===== config.mk =====
export PLATFORM = sky130hd
export DESIGN_NAME = shell_command_lexer
export DESIGN_NICKNAME = d
export VERILOG_FILES = /design/src/design/scl_pkg.sv /design/src/design/scl_front.sv /design/src/design/scl_queue.sv /design/src/design/scl_back.sv /design/src/design/shell_command_lexer.sv
export SDC_FILE = /design/constraint.sdc
export NUM_CORES = 1
export LEC_CHECK = 0
export ABC_AREA = 1
export BUFFER_PORTS_ARGS = -buffer_cell sky130_fd_sc_hd__buf_2
export CAP_MARGIN = 20
export CORE_MARGIN = 2
export CORE_UTILIZATION = 63
export CTS_CLUSTER_DIAMETER = 200
export CTS_CLUSTER_SIZE = 10
export DETAILED_ROUTE_END_ITERATION = 16
export HOLD_SLACK_MARGIN = 0.06
export PLACE_DENSITY = 0.89
export SETUP_SLACK_MARGIN = 0.3
export SLEW_MARGIN = 25
export SYNTH_ARGS = -nofsm -noshare
export SYNTH_HDL_FRONTEND = slang
export SYNTH_HIERARCHICAL = 1
export SYNTH_SLANG_ARGS = --single-unit

===== constraint.sdc =====
create_clock -name clk -period 9.5 [get_ports clk]
set_clock_uncertainty 0.15 [all_clocks]
set_input_delay 0.95 -clock clk [delete_from_list [all_inputs] [get_ports clk]]
set_output_delay 0.95 -clock clk [all_outputs]
set_load 0.05 [all_outputs]

===== src/design/scl_pkg.sv =====
// Shared types and constants for the shell command lexer.
// Used by the lexer front, the result queue, the serialiser and the top level.
package scl_pkg;

  // Results one byte can raise, and depth of the queue of result groups
  localparam int MAX_RESULTS = 4;
  localparam int QUEUE_DEPTH = 4;
  localparam int CNT_W       = $clog2(MAX_RESULTS + 1);
  localparam int IDX_W       = $clog2(MAX_RESULTS);

  // Result kinds
  typedef enum logic [2:0] {
    KIND_WORD_BYTE = 3'd0,
    KIND_WORD_END  = 3'd1,
    KIND_SINGLE_OP = 3'd2,
    KIND_DOUBLE_OP = 3'd3,
    KIND_UNMATCHED = 3'd4,
    KIND_LINE_END  = 3'd5
  } kind_t;

  // Quoting modes
  typedef enum logic [1:0] {
    QM_NONE   = 2'd0,
    QM_SINGLE = 2'd1,
    QM_DOUBLE = 2'd2
  } quote_mode_t;

  // Character codes
  localparam logic [7:0] CH_PIPE   = 8'h7C;
  localparam logic [7:0] CH_GT     = 8'h3E;
  localparam logic [7:0] CH_LT     = 8'h3C;
  localparam logic [7:0] CH_SEMI   = 8'h3B;
  localparam logic [7:0] CH_AMP    = 8'h26;
  localparam logic [7:0] CH_TAB    = 8'h09;
  localparam logic [7:0] CH_SPACE  = 8'h20;
  localparam logic [7:0] CH_DQUOTE = 8'h22;
  localparam logic [7:0] CH_SQUOTE = 8'h27;
  localparam logic [7:0] CH_BSLASH = 8'h5C;

  // Group of results raised by one input item
  typedef struct packed {
    logic [CNT_W-1:0]                 count;
    kind_t [MAX_RESULTS-1:0]          kinds;
    logic  [MAX_RESULTS-1:0][7:0]     bytes;
  } bundle_t;

  // Queue head as seen by the serialiser
  typedef struct packed {
    logic    empty;
    bundle_t head;
  } q_head_t;

endpackage


===== src/design/scl_front.sv =====
// Lexer front: accepts bytes, tracks quoting/escape/operator state and
// builds the group of results for each item. Depends on scl_pkg.
module scl_front
  import scl_pkg::*;
(
  input  logic       clk,
  input  logic       rst,
  input  logic       in_valid,
  output logic       in_ready,
  input  logic [7:0] char_byte,
  input  logic       line_last,
  input  logic       q_full,
  output logic       push,
  output bundle_t    push_bundle
);

  typedef struct packed {
    quote_mode_t qm;
    logic        word_open;
    logic        escape_pending;
    logic        operator_pending;
    logic [7:0]  op_char;
  } lex_t;

  typedef struct packed {
    lex_t    st;
    bundle_t res;
  } work_t;

  localparam lex_t LEX_RESET = '{qm: QM_NONE, word_open: 1'b0, escape_pending: 1'b0,
                                 operator_pending: 1'b0, op_char: 8'h00};

  // Append one result while room remains
  function automatic work_t put(work_t w, kind_t k, logic [7:0] b);
    work_t r;
    r = w;
    if (w.res.count < CNT_W'(MAX_RESULTS)) begin
      r.res.kinds[w.res.count[IDX_W-1:0]] = k;
      r.res.bytes[w.res.count[IDX_W-1:0]] = b;
      r.res.count = w.res.count + CNT_W'(1);
    end
    return r;
  endfunction

  function automatic work_t put_byte(work_t w, logic [7:0] b);
    work_t r;
    r = put(w, KIND_WORD_BYTE, b);
    r.st.word_open = 1'b1;
    return r;
  endfunction

  function automatic work_t close_word(work_t w);
    work_t r;
    r = w;
    if (w.st.word_open) begin
      r = put(w, KIND_WORD_END, 8'h00);
      r.st.word_open = 1'b0;
    end
    return r;
  endfunction

  // Byte outside quotes with no escape or operator waiting
  function automatic work_t plain_byte(work_t w, logic [7:0] c);
    work_t r;
    r = w;
    if (c == CH_SPACE || c == CH_TAB) begin
      r = close_word(w);
    end else if (c == CH_SQUOTE) begin
      r.st.qm = QM_SINGLE;
      r.st.word_open = 1'b1;
    end else if (c == CH_DQUOTE) begin
      r.st.qm = QM_DOUBLE;
      r.st.word_open = 1'b1;
    end else if (c == CH_PIPE || c == CH_GT || c == CH_AMP) begin
      r = close_word(w);
      r.st.operator_pending = 1'b1;
      r.st.op_char = c;
    end else if (c == CH_LT || c == CH_SEMI) begin
      r = close_word(w);
      r = put(r, KIND_SINGLE_OP, c);
    end else if (c == CH_BSLASH) begin
      r.st.escape_pending = 1'b1;
    end else begin
      r = put_byte(w, c);
    end
    return r;
  endfunction

  function automatic work_t take_byte(work_t w, logic [7:0] c);
    work_t r;
    r = w;
    if (w.st.qm == QM_SINGLE) begin
      if (c == CH_SQUOTE) r.st.qm = QM_NONE;
      else                r = put_byte(w, c);
    end else if (w.st.qm == QM_DOUBLE) begin
      if (w.st.escape_pending) begin
        r.st.escape_pending = 1'b0;
        if (c != CH_DQUOTE && c != CH_BSLASH) r = put_byte(r, CH_BSLASH);
        r = put_byte(r, c);
      end else if (c == CH_BSLASH) begin
        r.st.escape_pending = 1'b1;
      end else if (c == CH_DQUOTE) begin
        r.st.qm = QM_NONE;
      end else begin
        r = put_byte(w, c);
      end
    end else if (w.st.escape_pending) begin
      r.st.escape_pending = 1'b0;
      r = put_byte(r, c);
    end else if (w.st.operator_pending) begin
      r.st.operator_pending = 1'b0;
      if (c == w.st.op_char) begin
        r = put(r, KIND_DOUBLE_OP, c);
      end else begin
        r = put(r, KIND_SINGLE_OP, w.st.op_char);
        r = plain_byte(r, c);
      end
    end else begin
      r = plain_byte(w, c);
    end
    return r;
  endfunction

  // Flush held state at line end, or flag an open quote
  function automatic work_t end_line(work_t w);
    work_t r;
    r = w;
    if (w.st.qm != QM_NONE) begin
      r = put(w, KIND_UNMATCHED, 8'h00);
    end else begin
      if (r.st.escape_pending)   r = put_byte(r, CH_BSLASH);
      if (r.st.operator_pending) r = put(r, KIND_SINGLE_OP, r.st.op_char);
      r = close_word(r);
      r = put(r, KIND_LINE_END, 8'h00);
    end
    return r;
  endfunction

  lex_t  state;
  lex_t  state_next;
  work_t work;
  logic  accept;

  assign in_ready = !q_full;
  assign accept   = in_valid && in_ready;

  // Classify the offered byte against the current state
  always_comb begin
    work.st        = state;
    work.res.count = '0;
    work.res.kinds = '{default: KIND_WORD_BYTE};
    work.res.bytes = '0;
    work = take_byte(work, char_byte);
    if (line_last) begin
      work = end_line(work);
      work.st = LEX_RESET;
    end
    state_next = work.st;
  end

  assign push        = accept && (work.res.count != '0);
  assign push_bundle = work.res;

  // Advance the lexer state on each accepted item
  always_ff @(posedge clk) begin
    if (rst) begin
      state <= LEX_RESET;
    end else if (accept) begin
      state <= state_next;
    end
  end

  a_line_end_clears: assert property (@(posedge clk) disable iff (rst)
    (accept && line_last) |=> (state.qm == QM_NONE && !state.word_open &&
                               !state.escape_pending && !state.operator_pending))
    else $error("lexer state not cleared after line end");

  a_push_count: assert property (@(posedge clk) disable iff (rst)
    push |-> (push_bundle.count <= CNT_W'(MAX_RESULTS)))
    else $error("result group larger than allowed");

endmodule


===== src/design/scl_queue.sv =====
// Short queue of result groups between the lexer front and the serialiser.
// Depends on scl_pkg for the group type.
module scl_queue
  import scl_pkg::*;
#(
  parameter int Depth = QUEUE_DEPTH
) (
  input  logic    clk,
  input  logic    rst,
  input  logic    push,
  input  bundle_t push_bundle,
  input  logic    pop,
  output logic    full,
  output q_head_t q_head
);

  localparam int PTR_W  = (Depth > 1) ? $clog2(Depth) : 1;
  localparam int FILL_W = $clog2(Depth + 1);

  bundle_t            mem [Depth];
  logic [PTR_W-1:0]   wr_ptr;
  logic [PTR_W-1:0]   rd_ptr;
  logic [FILL_W-1:0]  fill;

  assign full         = (fill == FILL_W'(Depth));
  assign q_head.empty = (fill == '0);
  assign q_head.head  = mem[rd_ptr];

  // Store pushed groups
  always_ff @(posedge clk) begin
    if (push) begin
      mem[wr_ptr] <= push_bundle;
    end
  end

  // Advance pointers and fill level
  always_ff @(posedge clk) begin
    if (rst) begin
      wr_ptr <= '0;
      rd_ptr <= '0;
      fill   <= '0;
    end else begin
      if (push) begin
        wr_ptr <= (wr_ptr == PTR_W'(Depth - 1)) ? '0 : wr_ptr + PTR_W'(1);
      end
      if (pop) begin
        rd_ptr <= (rd_ptr == PTR_W'(Depth - 1)) ? '0 : rd_ptr + PTR_W'(1);
      end
      if (push && !pop) begin
        fill <= fill + FILL_W'(1);
      end else if (pop && !push) begin
        fill <= fill - FILL_W'(1);
      end
    end
  end

  a_no_overflow: assert property (@(posedge clk) disable iff (rst)
    push |-> !full)
    else $error("push into full queue");

  a_no_underflow: assert property (@(posedge clk) disable iff (rst)
    pop |-> !q_head.empty)
    else $error("pop from empty queue");

endmodule


===== src/design/scl_back.sv =====
// Serialiser: hands out the results of the queue head one per cycle while
// out_ready is high, marking the last of each group. Depends on scl_pkg.
module scl_back
  import scl_pkg::*;
(
  input  logic       clk,
  input  logic       rst,
  input  q_head_t    q_head,
  output logic       pop,
  output logic       out_valid,
  input  logic       out_ready,
  output logic [2:0] kind,
  output logic [7:0] byte_out,
  output logic       run_last
);

  logic [IDX_W-1:0] idx;
  logic             out_accept;

  assign out_valid  = !q_head.empty;
  assign kind       = q_head.head.kinds[idx];
  assign byte_out   = q_head.head.bytes[idx];
  assign run_last   = (CNT_W'(idx) == q_head.head.count - CNT_W'(1));
  assign out_accept = out_valid && out_ready;
  assign pop        = out_accept && run_last;

  // Step through the group; restart at the next one after its last result
  always_ff @(posedge clk) begin
    if (rst) begin
      idx <= '0;
    end else if (out_accept) begin
      idx <= run_last ? '0 : idx + IDX_W'(1);
    end
  end

  a_idx_in_group: assert property (@(posedge clk) disable iff (rst)
    out_valid |-> (CNT_W'(idx) < q_head.head.count))
    else $error("result index beyond group size");

endmodule


===== src/design/shell_command_lexer.sv =====
// Shell command lexer top level: lexer front, group queue and serialiser.
// Depends on scl_pkg, scl_front, scl_queue and scl_back.
//
// Input channel (in_valid/in_ready): one byte of a command line per item,
// with line_last set on the final byte. Output channel (out_valid/out_ready):
// one token result per item: kind, byte_out and run_last, which marks the
// last result raised by an input byte. A byte may raise no result (opening
// quote, backslash, held | > &, blank outside a word) or up to four.
// A byte's results are registered in the queue when the byte is taken and
// offered once their group reaches its head. Throughput: one byte per cycle
// on the input while the queue is not full; the output gives one result per
// cycle while out_ready is high, giving a byte's results in turn. The queue
// holds QueueDepth result groups; in_ready drops only when it is full, so a
// stalled receiver holds input off after that many groups and nothing is lost.
// Reset (rst, synchronous) clears the lexer state and empties the queue;
// the first byte after reset starts a new line. Every line end also returns
// the lexer to its reset state.
module shell_command_lexer
  import scl_pkg::*;
#(
  parameter int QueueDepth = QUEUE_DEPTH
) (
  input  logic       clk,
  input  logic       rst,
  input  logic       in_valid,
  output logic       in_ready,
  input  logic [7:0] char_byte,
  input  logic       line_last,
  output logic       out_valid,
  input  logic       out_ready,
  output logic [2:0] kind,
  output logic [7:0] byte_out,
  output logic       run_last
);

  logic    q_full;
  logic    push;
  logic    pop;
  bundle_t push_bundle;
  q_head_t q_head;

  // Classify bytes
  scl_front u_front (
    .clk         (clk),
    .rst         (rst),
    .in_valid    (in_valid),
    .in_ready    (in_ready),
    .char_byte   (char_byte),
    .line_last   (line_last),
    .q_full      (q_full),
    .push        (push),
    .push_bundle (push_bundle)
  );

  // Buffer result groups
  scl_queue #(
    .Depth (QueueDepth)
  ) u_queue (
    .clk         (clk),
    .rst         (rst),
    .push        (push),
    .push_bundle (push_bundle),
    .pop         (pop),
    .full        (q_full),
    .q_head      (q_head)
  );

  // Serialise results
  scl_back u_back (
    .clk       (clk),
    .rst       (rst),
    .q_head    (q_head),
    .pop       (pop),
    .out_valid (out_valid),
    .out_ready (out_ready),
    .kind      (kind),
    .byte_out  (byte_out),
    .run_last  (run_last)
  );

endmodule

# After elaboration in Yosys (flattened, before gate mapping)

Memories as Yosys holds them, arrays and structs flattened. A register that Yosys moved wholly into a read port is not among the register bits.
Index checks and enable logic that the tools add are counted.

Add/subtract/negate cells: 14
Magnitude comparators: 25
Equality and inequality tests: 19
Multiplexer cells: 142
Bitwise logic cells: 38
Reductions and logical operators: 27

Operator list:

| operator                                            | count |
|---|---|
| two-way mux 60 bit                                  | 35 |
| two-way mux 47 bit                                  | 16 |
| two-way mux 58 bit                                  | 8 |
| two-way mux 57 bit                                  | 4 |
| bitwise mux 32 bit                                  | 5 |
| demux 8 bit (select 2 bit)                          | 8 |
| inverter 32 bit                                     | 4 |
| two-way mux 56 bit                                  | 2 |
| two-way mux 8 bit                                   | 14 |
| AND 32 bit                                          | 3 |
| two-way mux 45 bit                                  | 2 |
| two-way mux 3 bit                                   | 26 |
| == test 8 x 6 -> 1 bit (second input constant)      | 7 |
| demux 3 bit (select 2 bit)                          | 8 |
| inverter 8 bit                                      | 6 |
| AND 8 bit                                           | 5 |
| inverter 12 bit                                     | 3 |
| AND 8 x 32 -> 32 bit                                | 1 |
| adder 3 x 1 -> 3 bit (second input constant)        | 9 |
| < comparator 2 x 3 -> 1 bit (second input constant) | 9 |
| AND 12 bit                                          | 2 |
| < comparator 3 bit (second input constant)          | 8 |
| bitwise OR 4 bit                                    | 5 |
| AND 16 bit                                          | 1 |
| 30 further kinds                                    | 74 |

Register bits: 22
Memory bits (writable): 188
Input bits: 13
Output and inout bits: 14
Logic and storage cells: 275
Memories kept: 1

Memories:

| name        | depth | bits a word | rd ports | clocked after memory_dff | wr ports | RTL line        | text |
|---|---|---|---|---|---|---|---|
| u_queue.mem | 4     | 47          | 1        | 1                        | 1        | scl_queue.sv:20 | `bundle_t mem [Depth];` |

# Depth between registers and ports, before layout

Word-level depth: 86
Gate-level depth with buffers: 45
Depth with buffers taken out: 44

# By module

Netlist, hierarchy kept.

Modules (own cells, without submodules):

| module    | times used | cells each | area each (um^2) | sequential area each (um^2) |
|---|---|---|---|---|
| scl_queue | 1          | 514        | 7836.3           | 5825.6 |
| scl_front | 1          | 615        | 3530.9           | 260.2 |
| scl_back  | 1          | 95         | 488.0            | 40.0 |

# Least setup slack after synthesis

Ideal clock, no wire load.

Kind: input to register
Start: in char_byte[1]
End: mem u_queue/mem[0][0] (netlist name), enable pin
Library setup time: 401 ps
Arrival: 5693 ps
Required time: 8949 ps
Path slack: 3255 ps
Stages on the path: 33
Path buffers: 1
Path through: buf_4 -> nor2_2 -> nand3_2 -> nor3_4 -> inv_2 -> nand2_2 -> inv_1 -> ha_1 -> o21ai_0 -> inv_1 -> nand2_2 -> inv_1 -> ha_1 -> inv_1 -> nand2_1 -> nand2_1 -> ha_1 -> nand2_1 -> nand2_1 -> ha_1 -> nand3_1 -> nand2_1 -> ha_1 -> inv_1 -> nand3_1 -> nand2_1 -> inv_1 -> nand2_1 -> nand2_1 -> a21oi_1 -> a21oi_1 -> nand2_1 -> inv_1

Cells in the longest elaborated chain, start to end: 35
Elaborated cells between the ends (all ways): 85
Those cells by class: 5 x add/sub; 5 x order compare; 13 x eq/ne; 54 x mux; 8 x reduce/logical

Ends and longest elaborated chain:

| what                                                              | RTL line                         | text |
|---|---|---|
| start: declaration                                                | shell_command_lexer.sv:27        | `input logic [7:0] char_byte,` |
| branches (longest 11 deep; another with adder 3 x 1 -> 3 bit)     | n/a                              |  |
| two-way mux 60 bit *                                              | scl_front.sv:92                  | `if (w.st.qm == QM_SINGLE) begin` |
| adder 3 x 1 -> 3 bit / < comparator 3 bit (equally long branches) | scl_front.sv:40, scl_front.sv:37 |  |
| two-way mux 47 bit                                                | scl_front.sv:37                  | `if (w.res.count < CNT_W'(MAX_RESULTS)) begin` |
| two-way mux 58 bit                                                | scl_front.sv:131                 | `if (r.st.escape_pending) r = put_byte(r, CH_BSLASH);` |
| two-way mux 58 bit                                                | scl_front.sv:128                 | `if (w.st.qm != QM_NONE) begin` |
| two-way mux 58 bit                                                | scl_front.sv:154                 | `if (line_last) begin` |
| adder 3 x 1 -> 3 bit / < comparator 3 bit (equally long branches) | scl_front.sv:40, scl_front.sv:37 |  |
| [10 not listed]                                                   | n/a                              |  |
| two-way mux 47 bit                                                | scl_front.sv:37                  |  |
| two-way mux 47 bit                                                | scl_front.sv:128                 |  |
| two-way mux 60 bit *                                              | scl_front.sv:154                 |  |
| nonzero test 3 bit *                                              | scl_front.sv:161                 | `assign push = accept && (work.res.count != '0);` |
| logical AND 1 bit *                                               | scl_front.sv:161                 |  |
| via push                                                          | shell_command_lexer.sv:37        | `logic push;` |
| two-way mux 1 bit *                                               | scl_queue.sv:31                  | `if (push) begin` |
| two-way mux 1 bit (implied by the code) *                         | scl_queue.sv:32                  | `mem[wr_ptr] <= push_bundle;` |
| end: declaration                                                  | scl_queue.sv:20                  |  |

Mark *: on every way through the listed nets, which the timed path passes. The select of a mux whose other input is x is not followed.

# Worst setup path after layout

Start: reg u_front/state[11] (netlist name)
End: mem u_queue/mem[0][16] (netlist name), enable pin

Cells in the longest elaborated chain, start to end: 27
Elaborated cells between the ends (all ways): 72
Those cells by class: 4 x add/sub; 4 x order compare; 2 x eq/ne; 59 x mux; 3 x reduce/logical

Ends and longest elaborated chain:

| what                                                         | RTL line                  | text |
|---|---|---|
| start: declaration                                           | scl_front.sv:139          | `lex_t state;` |
| start signal: assignment                                     | scl_front.sv:169          | `state <= state_next;` |
| two-way mux 60 bit                                           | scl_front.sv:78           | `end else if (c == CH_LT \|\| c == CH_SEMI) begin` |
| two-way mux 60 bit                                           | scl_front.sv:74           | `end else if (c == CH_PIPE \|\| c == CH_GT \|\| c == CH_AMP) begin` |
| two-way mux 60 bit                                           | scl_front.sv:71           | `end else if (c == CH_DQUOTE) begin` |
| two-way mux 60 bit                                           | scl_front.sv:68           | `end else if (c == CH_SQUOTE) begin` |
| two-way mux 60 bit                                           | scl_front.sv:66           | `if (c == CH_SPACE \|\| c == CH_TAB) begin` |
| two-way mux 60 bit                                           | scl_front.sv:112          | `if (c == w.st.op_char) begin` |
| two-way mux 60 bit                                           | scl_front.sv:110          | `end else if (w.st.operator_pending) begin` |
| two-way mux 60 bit                                           | scl_front.sv:107          | `end else if (w.st.escape_pending) begin` |
| [11 not listed]                                              | n/a                       |  |
| two-way mux 60 bit *                                         | scl_front.sv:92           |  |
| branches (longest 2 deep; another with adder 3 x 1 -> 3 bit) | n/a                       |  |
| two-way mux 60 bit *                                         | scl_front.sv:154          |  |
| nonzero test 3 bit *                                         | scl_front.sv:161          |  |
| logical AND 1 bit *                                          | scl_front.sv:161          |  |
| via push                                                     | shell_command_lexer.sv:37 |  |
| two-way mux 1 bit *                                          | scl_queue.sv:31           |  |
| two-way mux 1 bit (implied by the code) *                    | scl_queue.sv:32           |  |

Marked as above.

==> flow_metrics.env <==
export IMPL_status="finished clean"
export IMPL_dpl_cell_area_mm2=0.0116
export IMPL_pre_cts_ws_ns=3.04
export IMPL_first_iter_violations=1139
export IMPL_die_y_um=141
export IMPL_grt_max_degree=95
export IMPL_synth_flop_cell="edfxtp_1"
export IMPL_fin_area_mm2=0.0124
export IMPL_synthTopCellsByArea="edfxtp_1, nand2_1, o21ai_0, nor2_1, dfxtp_1"
export IMPL_grt_setup_unrepaired="no"
export IMPL_grt_use_total_pct=30.2
export IMPL_die_area_mm2=0.0199
export IMPL_fp_coreArea_mm2=0.0186
export IMPL_clock_path_buffers=3
export IMPL_synthArstFlopShare_pct=0
export IMPL_ctsResizeCount=0
export IMPL_grt_pass1_wl_um=47100
export IMPL_vias=9151
export IMPL_max_slew_margin_rel_pct=34.6
export IMPL_numClockSinks=212
export IMPL_cp_data_required_time_ns=9.48
export IMPL_ir_worst_vdd_mv=0.136
export IMPL_r2r_cells=31
export IMPL_cp_common_cell="nand2_1"
export IMPL_path_clk_slew_ns=0.06
export IMPL_antenna_found_initial=0
export IMPL_num_rows=50
export IMPL_antennaDiodeCount=0
export IMPL_synth_area_per_cell_um2=9.69
export IMPL_grt_overflow=0
export IMPL_r2r_start="u_front/state[11]$_SDFFE_PP0P_"
export IMPL_start_kind="register"
export IMPL_syn_num_nets=1262
export IMPL_area_delta_synth_final_pct=4.21
export IMPL_hp_start="u_front/state[1]$_SDFFE_PP0P_"
export IMPL_max_freq_mhz=165
export IMPL_arrival_ns=6.06
export IMPL_insertion_delay_ns=0.52
export IMPL_io_pins=27
export IMPL_endpoint_kind="register"
export IMPL_hold_violations=0
export IMPL_antenna_violating_nets_post_route=0
export IMPL_powerDensity_mw_per_mm2=245
export IMPL_first_pass_iters=7
export IMPL_synth_top_area_share_pct=47.6
export IMPL_layout_setup_ws_ns=3.42
export IMPL_synthTopCellsByCount="nand2_1, edfxtp_1, nor2_1"
export IMPL_drv_cap=0
export IMPL_ys_seq_elements=212
export IMPL_r2r_end="u_queue/mem[0][16]$_DFFE_PP_"
export IMPL_r2r_slack_ns=3.42
export IMPL_min_path_cells=2
export IMPL_min_to="u_front/state[1]$_SDFFE_PP0P_"
export IMPL_cts_root_buffer="clkbuf_16"
export IMPL_fin_setup_tns_ns=0
export IMPL_path_max_fanout=47
export IMPL_period_share_pct=64.0
export IMPL_yosysSeqAreaShare_pct=51.7
export IMPL_slew_violations=0
export IMPL_cpPeakStageDelay_ns=0.70
export IMPL_dp_hpwl_um=19600
export IMPL_synth_cell_type_count=57
export IMPL_drive_gt1_share_pct=16.6
export IMPL_finalSetupViolCount=0
export IMPL_synth_edf_count=188
export IMPL_grt_pass1_vias=8810
export IMPL_htreeDepth=1
export IMPL_worstSetupPathType="reg2reg"
export IMPL_yosys_warnings=6
export IMPL_route_detailed_drc=0
export IMPL_via_per_inst=6.36
export IMPL_wirelength_um=29800
export IMPL_cts_tree="yes"
export IMPL_hold_buffers=0
export IMPL_syn_area_mm2=0.0119
export IMPL_leakagePower_nw=4.70
export IMPL_min_period_ns=6.08
export IMPL_die_x_um=141
export IMPL_initial_core_util_pct=63.8
export IMPL_numCtsBuffers=25
export IMPL_postCtsSetupRepairBufs=0
export IMPL_num_nets_final=1224
export IMPL_gp_congestion=0.987
export IMPL_yosysMostFrequentCell="nand2_1"
export IMPL_syn_inst=1224
export IMPL_critPathSlowestCell="nor2_1"
export IMPL_tightest_slew_ns=0.977
export IMPL_port_buffers=26
export IMPL_wl_per_cell_um=20.7
export IMPL_synth_top_cell_by_area="edfxtp_1"
export IMPL_holdCritPathClass="reg2reg"
## registers in the layout, summed over array words and instances (netlist names), named ones only
signal and count:
u_queue/wr_ptr 2, u_front/state 13, u_back/idx 2, u_queue/fill 3, u_queue/mem 188, u_queue/rd_ptr 2
## metrics by stage
step / hold WS, ns / instances / util (%) / power [mW]
final: 0.348 / 1438 / 66.5 / 3.03
after global routing: 0.382 / 1438 / 66.5 / 3.16
after CTS: 0.348 / 1438 / 66.5 / 3.02
after detailed placement: 0.340 / 1393 / 62.7 / 2.18
after global placement: 0.328 / 1393 / 62.7 / 2.14
after floorplan: 0.309 / 1224 / - / 1.99
## critical path: cells and delay by family (launching register included)
| kind | cells | cell delay (ns) |
|---|---|---|
| buffers and inverters | 10 | 1.40 |
| AND/OR/NAND/NOR | 14 | 1.96 |
| AO/OA/AOI/OAI | 3 | 0.53 |
| flip-flops | 1 | 0.43 |
| adder cells (fa/ha/maj) | 4 | 1.17 |
## layout make-up
class | instances | area, µm²
flip-flops and latches | 212 | 6130
repair buffers | 31 | 168
multi-input cells | 808 | 4640
clock inverters | 1 | 8.76
well taps | 234 | 293
inverters | 108 | 420
clock buffers | 44 | 697
fillers | 1344 | 6230
## cell families (layout without fill, tap and decap cells)
logic type,Yosys count,count (layout),share of synthesized area [%]
and+or+nand+nor,465,465,19.3
AOI/OAI and AO/OA,311,311,16.6
DFF,212,212,51.7
buffers and inverters,204,184,9.18
adders and majority gates,25,25,2.70
xor gates and xnor gates,7,7,0.517
## power breakdown
group | internal (mW) | leakage (nW) | switching, mW | total (mW)
clock network | 0.492 | 0.335 | 0.354 | 0.846
registers | 1.13 | 1.98 | 0.0415 | 1.17
logic | 0.274 | 2.38 | 0.733 | 1.01
total | 1.90 | 4.70 | 1.13 | 3.03
## cell usage in the layout, fill, tap and decap left out, types with 4 or more instances in the layout
master	instances
nand2_1	189
edfxtp_1	188
nor2_1	143
o21ai_0	124
inv_1	73
nand3_1	47
a21oi_1	47
o22ai_1	45
o21ai_1	30
nor2_4	30
inv_2	27
o22ai_2	27
buf_2	26
clkbuf_16	25
ha_1	24
dfxtp_1	23
clkbuf_1	19
nand2_2	12
nor2_2	8
nand4_1	8
nor3_1	8
nand2_4	6
o21ai_2	6
xnor2_1	5
buf_4	5
inv_4	5
nand3_2	4
o211ai_1	4
## worst max-delay path by stage
stage | slack (ns) | end | depth (start not counted) | from
2_1_floorplan | 3.26 | u_queue/mem[0][0]$_DFFE_PP_ | 33 | char_byte[1]
3_3_place_gp | 2.98 | u_queue/mem[3][0]$_DFFE_PP_ | 33 | char_byte[7]
3_5_place_dp | 3.04 | u_queue/mem[0][0]$_DFFE_PP_ | 34 | char_byte[7]
4_1_cts | 3.52 | u_queue/mem[0][16]$_DFFE_PP_ | 32 | u_front/state[11]$_SDFFE_PP0P_
5_1_grt | 2.92 | u_queue/fill[2]$_SDFFE_PP0P_ | 37 | u_front/state[11]$_SDFFE_PP0P_
6_report | 3.42 | u_queue/mem[0][16]$_DFFE_PP_ | 31 | u_front/state[11]$_SDFFE_PP0P_
## layer usage
layer	GRT usage, %	up-vias	share of wire [%]
met2	50.2	601	48
li1	-	4147	-
met4	13.3	0	4.4
met1	39.0	4272	37
met5	0	-	0
met3	5.71	131	10
Note: power is estimated with default switching activity, not from simulation.
